### config.mk
export PLATFORM = sky130hd
export DESIGN_NAME = gregorian_date_difference_unit
export DESIGN_NICKNAME = d
export VERILOG_FILES = /design/src/rtl/gdd_pkg.sv /design/src/rtl/gdd_pipe_ctrl.sv /design/src/rtl/gdd_day_number.sv /design/src/rtl/gregorian_date_difference_unit.sv
export VERILOG_INCLUDE_DIRS = /design/src /design/src/rtl
export SDC_FILE = /design/constraint.sdc
export NUM_CORES = 1
export LEC_CHECK = 0
export ABC_AREA = 1
export BUFFER_PORTS_ARGS = -buffer_cell sky130_fd_sc_hd__buf_2
export CORE_ASPECT_RATIO = 1.5
export CORE_UTILIZATION = 50
export CTS_CLUSTER_SIZE = 8
export DETAILED_ROUTE_END_ITERATION = 12
export GPL_TIMING_DRIVEN = 0
export HOLD_SLACK_MARGIN = 0.1
export PLACE_DENSITY = 0.69
export SYNTH_ARGS = -nofsm -noshare
export SYNTH_HDL_FRONTEND = slang
export SYNTH_SLANG_ARGS = --single-unit
### constraint.sdc
create_clock -name clk_i -period 4.5 [get_ports clk_i]
set_clock_uncertainty 0.15 [all_clocks]
set_input_delay 0.225 -clock clk_i [delete_from_list [all_inputs] [get_ports clk_i]]
set_output_delay 0.225 -clock clk_i [all_outputs]
set_load 0.01 [all_outputs]
### src/rtl/gregorian_date_difference_unit_assert.svh
// assertion macros shared by the date difference rtl
`ifndef GREGORIAN_DATE_DIFFERENCE_UNIT_ASSERT_SVH
`define GREGORIAN_DATE_DIFFERENCE_UNIT_ASSERT_SVH

// same-cycle implication, disabled while reset is low
`define GDD_ASSERT_NOW(lbl, clk, rst_n, ante, cons) \
  lbl: assert property (@(posedge clk) disable iff (!rst_n) (ante) |-> (cons)) \
    else $error("same-cycle check failed");

// next-cycle implication, disabled while reset is low
`define GDD_ASSERT_NEXT(lbl, clk, rst_n, ante, cons) \
  lbl: assert property (@(posedge clk) disable iff (!rst_n) (ante) |=> (cons)) \
    else $error("next-cycle check failed");

`endif

### src/rtl/gdd_pkg.sv
// shared types, constants and tables for the date difference pipeline
package gdd_pkg;

  localparam int unsigned DayW   = 5;
  localparam int unsigned MonthW = 4;
  localparam int unsigned YearW  = 14;
  localparam int unsigned CountW = 22;
  // day numbers reach about 6.0e6 for the largest year field
  localparam int unsigned NumW   = 23;
  localparam int unsigned QuotW  = 8;   // year / 100 for a 14-bit year
  localparam int unsigned OffW   = 9;   // start of month within a march-based year
  localparam int unsigned NumStages = 4;

  // year / 100 as (year * 5243) >> 19, exact for every 14-bit year
  localparam int unsigned Div100Mul   = 5243;
  localparam int unsigned Div100Shift = 19;
  localparam int unsigned ProdW       = 27;

  localparam logic [CountW-1:0] CountMax = {CountW{1'b1}};

  localparam logic [MonthW-1:0] MonthJan = 4'd1;
  localparam logic [MonthW-1:0] MonthFeb = 4'd2;
  localparam logic [MonthW-1:0] MonthDec = 4'd12;

  typedef struct packed {
    logic [DayW-1:0]   first_day;
    logic [MonthW-1:0] first_month;
    logic [YearW-1:0]  first_year;
    logic [DayW-1:0]   second_day;
    logic [MonthW-1:0] second_month;
    logic [YearW-1:0]  second_year;
  } in_beat_t;

  typedef struct packed {
    logic [CountW-1:0] day_count;
    logic              dates_valid;
  } out_beat_t;

  // per-stage pipeline control
  typedef struct packed {
    logic [NumStages-1:0] load;
    logic [NumStages-1:0] valid;
  } ctrl_t;

  // days in a month, month assumed 1..12
  function automatic logic [DayW-1:0] month_len(input logic [MonthW-1:0] month,
                                                 input logic leap);
    logic [DayW-1:0] len;
    case (month)
      4'd2:                      len = leap ? 5'd29 : 5'd28;
      4'd4, 4'd6, 4'd9, 4'd11:   len = 5'd30;
      default:                   len = 5'd31;
    endcase
    return len;
  endfunction

  // days before the month in a year that starts in march
  function automatic logic [OffW-1:0] month_offset(input logic [MonthW-1:0] month);
    logic [OffW-1:0] off;
    case (month)
      4'd3:    off = 9'd0;
      4'd4:    off = 9'd31;
      4'd5:    off = 9'd61;
      4'd6:    off = 9'd92;
      4'd7:    off = 9'd122;
      4'd8:    off = 9'd153;
      4'd9:    off = 9'd184;
      4'd10:   off = 9'd214;
      4'd11:   off = 9'd245;
      4'd12:   off = 9'd275;
      4'd1:    off = 9'd306;
      4'd2:    off = 9'd337;
      default: off = 9'd0;
    endcase
    return off;
  endfunction

endpackage

### src/rtl/gdd_pipe_ctrl.sv
// valid bits and per-stage load enables with bubble collapsing
module gdd_pipe_ctrl import gdd_pkg::*; (
  input  logic  clk_i,
  input  logic  rst_ni,
  input  logic  in_valid_i,
  output logic  in_ready_o,
  output logic  out_valid_o,
  input  logic  out_ready_i,
  output ctrl_t ctrl_o
);

  logic [NumStages-1:0] valid_q, valid_d;
  logic [NumStages-1:0] load;

  // a stage loads when empty or when its content moves on
  always_comb begin
    load[NumStages-1] = !valid_q[NumStages-1] || out_ready_i;
    for (int k = NumStages - 2; k >= 0; k--) begin
      load[k] = !valid_q[k] || load[k+1];
    end
  end

  // valid bits follow the data
  always_comb begin
    valid_d = valid_q;
    if (load[0]) begin
      valid_d[0] = in_valid_i;
    end
    for (int k = 1; k < NumStages; k++) begin
      if (load[k]) begin
        valid_d[k] = valid_q[k-1];
      end
    end
  end

  always_ff @(posedge clk_i or negedge rst_ni) begin
    if (!rst_ni) begin
      valid_q <= '0;
    end else begin
      valid_q <= valid_d;
    end
  end

  assign in_ready_o   = load[0];
  assign out_valid_o  = valid_q[NumStages-1];
  assign ctrl_o.load  = load;
  assign ctrl_o.valid = valid_q;

endmodule

### src/rtl/gdd_day_number.sv
// three-stage check and day-number pipeline for one date
module gdd_day_number import gdd_pkg::*; #(
  parameter int unsigned MinYear = 1582,
  parameter int unsigned MaxYear = 9999
) (
  input  logic              clk_i,
  input  ctrl_t             ctrl_i,
  input  logic [DayW-1:0]   day_i,
  input  logic [MonthW-1:0] month_i,
  input  logic [YearW-1:0]  year_i,
  output logic              ok_o,
  output logic [NumW-1:0]   num_o
);

  // stage 0: capture date and year / 100
  logic [DayW-1:0]   day_q;
  logic [MonthW-1:0] month_q;
  logic [YearW-1:0]  year_q;
  logic [QuotW-1:0]  quot_q;
  logic [ProdW-1:0]  prod;

  assign prod = ProdW'(year_i) * ProdW'(Div100Mul);

  always_ff @(posedge clk_i) begin
    if (ctrl_i.load[0]) begin
      day_q   <= day_i;
      month_q <= month_i;
      year_q  <= year_i;
      quot_q  <= prod[Div100Shift +: QuotW];
    end
  end

  // stage 1: leap year, range checks, march-based year and month offset
  logic [YearW:0]    hund;
  logic [6:0]        rem;
  logic              leap;
  logic              early;
  logic              ok_d;
  logic [YearW-1:0]  yy_d;
  logic [QuotW-1:0]  qq_d;
  logic [OffW:0]     offd_d;
  logic              ok1_q;
  logic [YearW-1:0]  yy_q;
  logic [QuotW-1:0]  qq_q;
  logic [OffW:0]     offd_q;

  always_comb begin
    hund   = {1'b0, year_q} - (YearW + 1)'(quot_q) * (YearW + 1)'(100);
    rem    = hund[6:0];
    leap   = (year_q[1:0] == 2'b00) && ((rem != 7'd0) || (quot_q[1:0] == 2'b00));
    early  = (month_q <= MonthFeb);
    ok_d   = (year_q >= YearW'(MinYear)) && (year_q <= YearW'(MaxYear))
          && (month_q >= MonthJan) && (month_q <= MonthDec)
          && (day_q != '0) && (day_q <= month_len(month_q, leap));
    yy_d   = early ? year_q - YearW'(1) : year_q;
    // a january or february date in a century year steps back one century
    qq_d   = (early && (rem == 7'd0)) ? quot_q - QuotW'(1) : quot_q;
    offd_d = (OffW + 1)'(month_offset(month_q)) + (OffW + 1)'(day_q);
  end

  always_ff @(posedge clk_i) begin
    if (ctrl_i.load[1]) begin
      ok1_q  <= ok_d;
      yy_q   <= yy_d;
      qq_q   <= qq_d;
      offd_q <= offd_d;
    end
  end

  // stage 2: closed-form day number
  logic [NumW-1:0] num_d;
  logic            ok2_q;
  logic [NumW-1:0] num_q;

  assign num_d = NumW'(yy_q) * NumW'(365) + NumW'(yy_q >> 2) + NumW'(qq_q >> 2)
               + NumW'(offd_q) - NumW'(qq_q);

  always_ff @(posedge clk_i) begin
    if (ctrl_i.load[2]) begin
      ok2_q <= ok1_q;
      num_q <= num_d;
    end
  end

  assign ok_o  = ok2_q;
  assign num_o = num_q;

endmodule

### src/rtl/gregorian_date_difference_unit.sv
// top level: days between two gregorian dates, four-stage pipeline
//
// Input channel: in_valid_i / in_ready_o carry one beat holding two dates
// (day, month, year each). Output channel: out_valid_o / out_ready_i carry
// one beat with the absolute day count and a flag that both dates passed
// the check (year MIN_YEAR..MAX_YEAR, month 1..12, day within the month).
// A failed check gives a count of 0 with the flag clear.
// Every input beat yields exactly one output beat, in order.
// An accepted beat passes through the four register stages (year / 100 product,
// date check, day number, difference and output register) before out_valid_o
// rises; while the receiver does not stall, the block takes one beat per cycle.
// Each stage loads whenever it is empty or its content moves on, so when
// the receiver stalls the pipe fills its empty stages and in_ready_o drops
// only once all four stages hold beats. Nothing is lost or repeated.
// Reset clears all valid bits; the block takes a beat in the first cycle
// after reset is released.
`include "gregorian_date_difference_unit_assert.svh"
module gregorian_date_difference_unit import gdd_pkg::*; #(
  parameter int unsigned MAX_YEAR = 9999,
  parameter int unsigned MIN_YEAR = 1582
) (
  input  logic      clk_i,
  input  logic      rst_ni,
  input  logic      in_valid_i,
  output logic      in_ready_o,
  input  in_beat_t  in_beat_i,
  output logic      out_valid_o,
  input  logic      out_ready_i,
  output out_beat_t out_beat_o
);

  ctrl_t ctrl;

  gdd_pipe_ctrl u_ctrl (
    .clk_i       (clk_i),
    .rst_ni      (rst_ni),
    .in_valid_i  (in_valid_i),
    .in_ready_o  (in_ready_o),
    .out_valid_o (out_valid_o),
    .out_ready_i (out_ready_i),
    .ctrl_o      (ctrl)
  );

  logic            ok_first, ok_second;
  logic [NumW-1:0] num_first, num_second;

  gdd_day_number #(
    .MinYear (MIN_YEAR),
    .MaxYear (MAX_YEAR)
  ) u_first (
    .clk_i   (clk_i),
    .ctrl_i  (ctrl),
    .day_i   (in_beat_i.first_day),
    .month_i (in_beat_i.first_month),
    .year_i  (in_beat_i.first_year),
    .ok_o    (ok_first),
    .num_o   (num_first)
  );

  gdd_day_number #(
    .MinYear (MIN_YEAR),
    .MaxYear (MAX_YEAR)
  ) u_second (
    .clk_i   (clk_i),
    .ctrl_i  (ctrl),
    .day_i   (in_beat_i.second_day),
    .month_i (in_beat_i.second_month),
    .year_i  (in_beat_i.second_year),
    .ok_o    (ok_second),
    .num_o   (num_second)
  );

  // stage 3: absolute difference, saturation and output register
  logic [NumW-1:0] diff;
  out_beat_t       out_d, out_q;

  always_comb begin
    diff = (num_first >= num_second) ? num_first - num_second : num_second - num_first;
    out_d.dates_valid = ok_first && ok_second;
    if (!(ok_first && ok_second)) begin
      out_d.day_count = '0;
    end else if (diff > NumW'(CountMax)) begin
      out_d.day_count = CountMax;
    end else begin
      out_d.day_count = diff[CountW-1:0];
    end
  end

  always_ff @(posedge clk_i) begin
    if (ctrl.load[NumStages-1]) begin
      out_q <= out_d;
    end
  end

  assign out_beat_o = out_q;

  // failed check never carries a count
  `GDD_ASSERT_NOW(a_invalid_zero, clk_i, rst_ni,
    out_valid_o && !out_beat_o.dates_valid, out_beat_o.day_count == '0)
  // an accepted beat lands in the first stage
  `GDD_ASSERT_NEXT(a_accept_fills, clk_i, rst_ni,
    in_valid_i && in_ready_o, ctrl.valid[0])
  // back pressure reaches the input only with every stage full
  `GDD_ASSERT_NOW(a_stall_full, clk_i, rst_ni, !in_ready_o, &ctrl.valid)

endmodule

======== Yosys cells after proc, flatten, opt, wreduce, memory -nomap -nowiden ========
Memory sizes are Yosys's and may differ from the RTL's. A register that Yosys moved wholly into a read port is not among the register bits.
Index checks and enable logic that the tools add are counted.
storage, ports and cells
  flip-flop bits (word level) ............. 203
  latch bits .............................. 0
  RAM bits ................................ 0
  bits in read-only memories .............. 288
  input bits .............................. 50
  output and inout port bits .............. 25
  word-level logic and storage cells ...... 125
  memories kept ........................... 2
memories
  memory            words  width  read ports  clocked after Yosys merged registers in  write ports  line           text
  (name not given)  16     9      1           1                                        0            gdd_pkg.sv:60  case (month)
  (name not given)  16     9      1           1                                        0            gdd_pkg.sv:60
operators by class
  add/subtract/negate cells ............... 18
  multiply operators ...................... 6
  divide/modulo/power cells ............... 0
  magnitude comparators ................... 14
  eq/ne operators ......................... 10
  shift operators ......................... 0
  multiplexer cells ....................... 12
  bitwise gates (word level) .............. 0
  reductions and logical operators ........ 37
operators by type and width
  kind                      number
  $mul A14 B13 Y27 const B  2
  $add A23 B10 Y23          2
  $add A23 B12 Y23          2
  $add A23 B6 Y23           2
  $mul A14 B9 Y23 const B   2
  $sub A23 B23 Y23          2
  $sub A23 B8 Y23           2
  $ge A14 B11 Y1 const B    2
  $le A14 B14 Y1 const B    2
  $mux W14                  2
  $sub A14 B1 Y14 const B   2
  $ge A23 B23 Y1            1
  $gt A23 B22 Y1 const B    1
  $mux W23                  1
  $mux W22                  1
  $add A9 B5 Y10            2
  $pmux W5 S2               2
  $eq A4 B3 Y1 const B      4
  $eq A4 B4 Y1 const B      4
  $mul A8 B5 Y5 const B     2
  $mux W8                   2
  $sub A8 B1 Y8 const B     2
  $logic_and A1 B1 Y1       15
  $logic_not A7 Y1          2
  14 further kinds          36

======== Depth between registers and ports, before layout ========
  word-level depth ........................ 9
  gate-level depth with buffers ........... 21
  mapped depth without buffers ............ 21

======== By module ========
From an unflattened synthesis, not the netlist that was laid out.
second synthesis, totals
  cell total of the unflattened synthesis .. 3504
  area total of the unflattened synthesis .. 29534.6 µm²
modules (own cells, without submodules)
  module                          instances  cells each  area an instance (µm²)  seq. area each (µm²)
  gdd_day_number (u_second)       1          1359        12500.7                 2822.7
  gdd_day_number (u_first)        1          1352        12462.0                 2822.7
  gregorian_date_difference_unit  1          774         4394.2                  690.7
  gdd_pipe_ctrl                   1          19          177.7                   100.1

======== Worst setup path after synthesis ========
Ideal clock, no wire load.
  path kind ............................... register to register
  start ................................... reg u_second.yy_q[5]
  end ..................................... reg u_second.num_q[18], in the netlist u_second.num_o[18], data pin
  library setup time ...................... 259 ps
  data arrival time ....................... 4386 ps
  data required time ...................... 4091 ps
  slack ................................... -295 ps
  stages on the path, launching flop included .. 18
  buffers on the path ..................... 0
  clock period less this slack ............ 4795 ps
  path through ............................ edfxtp_1 inv_1 fa_1 fa_1 inv_1 fa_1 fa_1 inv_1 fa_1 inv_1 ha_1 a21oi_1 o21ai_0 a21oi_1 o21ai_0 nand3_1 nand2_1 xor2_1
on the way
  word-level cells in the longest chain between the ends .. 5
ends and longest elaborated chain
  item                      line                  text
  start: declaration        gdd_day_number.sv:43  logic [YearW-1:0] yy_q;
  start signal: assignment  gdd_day_number.sv:64  yy_q <= yy_d;
  $mul A14 B9 Y23           gdd_day_number.sv:75  assign num_d = NumW'(yy_q) * NumW'(365) + NumW'(yy_q >> 2) + NumW'(qq_q >> 2)
  $add A23 B12 Y23 *        gdd_day_number.sv:75
  $add A23 B6 Y23 *         gdd_day_number.sv:75
  $add A23 B10 Y23 *        gdd_day_number.sv:76  + NumW'(offd_q) - NumW'(qq_q);
  $sub A23 B8 Y23 *         gdd_day_number.sv:76
  via u_second.num_d[18]    gdd_day_number.sv:71  logic [NumW-1:0] num_d;
  end signal: assignment    gdd_day_number.sv:81  num_q <= num_d;
  end: declaration          gdd_day_number.sv:73  logic [NumW-1:0] num_q;
Mark *: on every way through the listed nets, which the timed path passes. The rest lies on a longest branch.
A chain may end at the register's enable or synchronous reset.

======== Final worst setup path ========
  start ................................... reg u_first.yy_q[7]
  end ..................................... reg u_first.num_q[16], in the netlist u_first.num_o[16], data pin
on the way
  word-level cells in the longest chain between the ends .. 5
ends and longest elaborated chain
  item                      line
  start: declaration        gdd_day_number.sv:43
  start signal: assignment  gdd_day_number.sv:64
  $mul A14 B9 Y23           gdd_day_number.sv:75
  $add A23 B12 Y23 *        gdd_day_number.sv:75
  $add A23 B6 Y23 *         gdd_day_number.sv:75
  $add A23 B10 Y23 *        gdd_day_number.sv:76
  $sub A23 B8 Y23 *         gdd_day_number.sv:76
  via u_first.num_d[16]     gdd_day_number.sv:71
  end signal: assignment    gdd_day_number.sv:81
  end: declaration          gdd_day_number.sv:73
Marks and branches as above.

==> impl_metrics.py <==
metrics = {
    "status": {
        "status": "finished, violations left",
        "violations": "setup timing",
    },
    "die": {
        "start_util_pct": 50.7,
        "fp.dieH_um": 296,
        "io_pins": 75,
        "core-area_mm2": 0.0569,
        "rows": 107,
        "dieArea_mm2": 0.0587,
        "die_w_um": 198,
    },
    "synth": {
        "yosysWarnings": 0,
        "synthCells": 3292,
        "yosys-top-cells-area": "fa_1 21%, edfxtp_1 21%, ha_1 20%",
        "yosysMostFrequentCell": "inv_1",
        "synth_cell_types": 50,
        "synth_edf_count": 199,
        "avgSynthCellArea_um2": 8.76,
        "syn_nets": 4103,
        "syn_area_mm2": 0.0288,
        "ys_seq_area_share_pct": 22.3,
        "synth-seq-cells": 221,
        "synth_largest_area_cell": "fa_1",
        "synth-async-reset-ratio_pct": 1.81,
        "netlist.area_leader.share_pct": 21.4,
        "synthTopCellsByCount": "914 x inv_1, 547 x nand2_1, 453 x ha_1",
        "synth_ff_type": "edfxtp_1",
    },
    "cts": {
        "cts_tree": "built",
        "cts_inserted_buffers": 34,
        "clockBufferDepth": 3,
        "clock_sinks": 221,
        "insertion_delay_ns": 0.56,
        "cts-root-buf": "clkbuf_16",
        "htree_levels": 2,
        "clkSlewWorstSetupHoldPaths_ns": 0.06,
    },
    "routing": {
        "vias": 21900,
        "initialDrtViolationCount": 841,
        "wl_per_cell_um": 15.6,
        "ant_nets": 0,
        "via_per_inst": 4.98,
        "firstDrtPassIters": 5,
        "drc": 0,
        "wl_um": 68600,
    },
    "global_routing": {
        "grt_pass1_wl_um": 108000,
        "grt_overflow": 0,
        "grt_max_degree": 73,
        "first_global_vias": 22700,
        "grt_use_total_pct": 23.7,
        "antenna_found_initial": 0,
    },
    "timing": {
        "slew_violations": 0,
        "rsz0062_at_grt": "true",
        "hold_viol": 0,
        "period_needed_ns": 4.76,
        "setup_tns_ns": -4.37,
        "setup_viol": 30,
        "fin_crit_sh_pct": 106,
        "worstMarginPinSlew_ns": 0.852,
        "fin_ws_ns": -0.259,
        "relSlewSlack_pct": 43.2,
        "timing.hold.ws_ns": 0.243,
        "fmax_ghz": 0.210,
    },
    "place": {
        "place.gp.congestion": 0.954,
        "dp_slack_ns": -0.763,
        "hpwl_um": 54900,
        "port_buffers": 74,
    },
    "finish": {
        "diodes": 0,
        "final_nets": 4414,
        "syn_to_final_growth_pct": 20.0,
        "final_layout_size_suffix_gt1_share_pct": 17.7,
    },
    "critical_path": {
        "start_kind": "flip-flop",
        "worstPathRequired_ns": 4.68,
        "critical_path_class": "reg -> reg",
        "cp-end-kind": "flip-flop",
        "crit_fanout": 4,
        "cp.arrival_ns": 4.94,
    },
    "run": {
        "cap_viol_max_count": 0,
    },
    "hold_path": {
        "hold_path.class": "in -> reg",
    },
}
-- cell usage in the layout, fill, tap and decap left out, types with 50 or more instances in the layout --
master,instances
a21oi_1,76
buf_2,76
dlygate4sd3_1,50
o21ai_0,66
nor2_1,130
edfxtp_1,199
nand2_1,515
ha_1,393
nand3_1,95
inv_2,57
xor2_1,93
inv_1,845
fa_1,293
buf_4,116
-- state kept, by name (all words and copies together), names as in the netlist, 10 cells and up, named ones only --
name and cells:
u_first.offd_q 10, u_first.year_q 14, u_second.num_o 23, u_first.num_o 23, u_first.yy_q 14, out_beat_o 23
u_second.offd_q 10, u_second.yy_q 14, u_second.year_q 14
-- area by class of cell --
class	instances	area, µm²
Clock inverter	6	73.8
Multi-Input combinational cell	2141	20400
Tap cell	763	955
Clock buffer	53	922
Timing Repair Buffer	275	2200
Sequential cell	221	6440
Fill cell	4706	22300
Inverter	917	3480
Buffer	13	96.3
-- per-stage QoR --
stage | utilization (%) | cell area, µm² | instances
5_1_grt | 60.8 | 34600 | 4389
4_1_cts | 59.0 | 33600 | 4344
6_report | 60.8 | 34600 | 4389
3_3_place_gp | 53.5 | 30400 | 4129
3_5_place_dp | 53.6 | 30500 | 4131
2_1_floorplan | - | 29100 | 3292
-- cells by family after synthesis --
| family | count (synthesis) | synth area share [%] |
|---|---|---|
| flops | 221 | 22.3 |
| fa+ha+maj | 761 | 41.0 |
| simple gates | 929 | 13.8 |
| compound gates | 313 | 6.45 |
| xor+xnor | 138 | 4.19 |
| buf+inv | 930 | 12.3 |
-- metal layers --
layer / vias up / GRT usage [%] / part of all wire (%)
met1: 10400 / 23.9 / 36
li1: 10900 / - / -
met5: - / 0 / 0
met4: 0 / 14.9 / 7.0
met3: 222 / 2.08 / 2.4
met2: 409 / 46.2 / 54
-- what timing repair did --
action,CTS,global route
resized for setup,200,155
pin swaps,89,128
setup endpoints to repair,34,42
endpoints found under the hold margin,70,0
gates cloned,0,0
buffers inserted,104,46
hold buffers,50,0
-- path summary, 6_finish.rpt --
kind,slack (ns),from,end,depth (start not counted)
min in group asynchronous,0.54,rst_ni,u_ctrl.valid_q[2],3
min reg2reg,0.27,u_first.ok1_q,u_first.ok_o,0
min,0.24,in_beat_i[44],u_first.day_q[3],2
max reg2reg,-0.26,u_first.yy_q[7],u_first.num_o[16],15
max,-0.26,u_first.yy_q[7],u_first.num_o[16],15
max in group asynchronous,3.37,rst_ni,u_ctrl.valid_q[1],3
-- critical path, cell delays in order (launching register included) --
cell and delay, ns:
edfxtp_1 0.52, ha_4 0.32, fa_1 0.57, inv_1 0.08, fa_1 0.50, fa_1 0.51
inv_1 0.05, fa_1 0.52, inv_2 0.05, ha_4 0.29, nand2_4 0.07, nor4_4 0.27
nand2_1 0.10, nand3_2 0.12, a21oi_2 0.08, xnor2_2 0.33
Power is left out: the tool's default activity adds up to more than one toggle a clock period on the data nets, which glitch-free logic cannot reach.
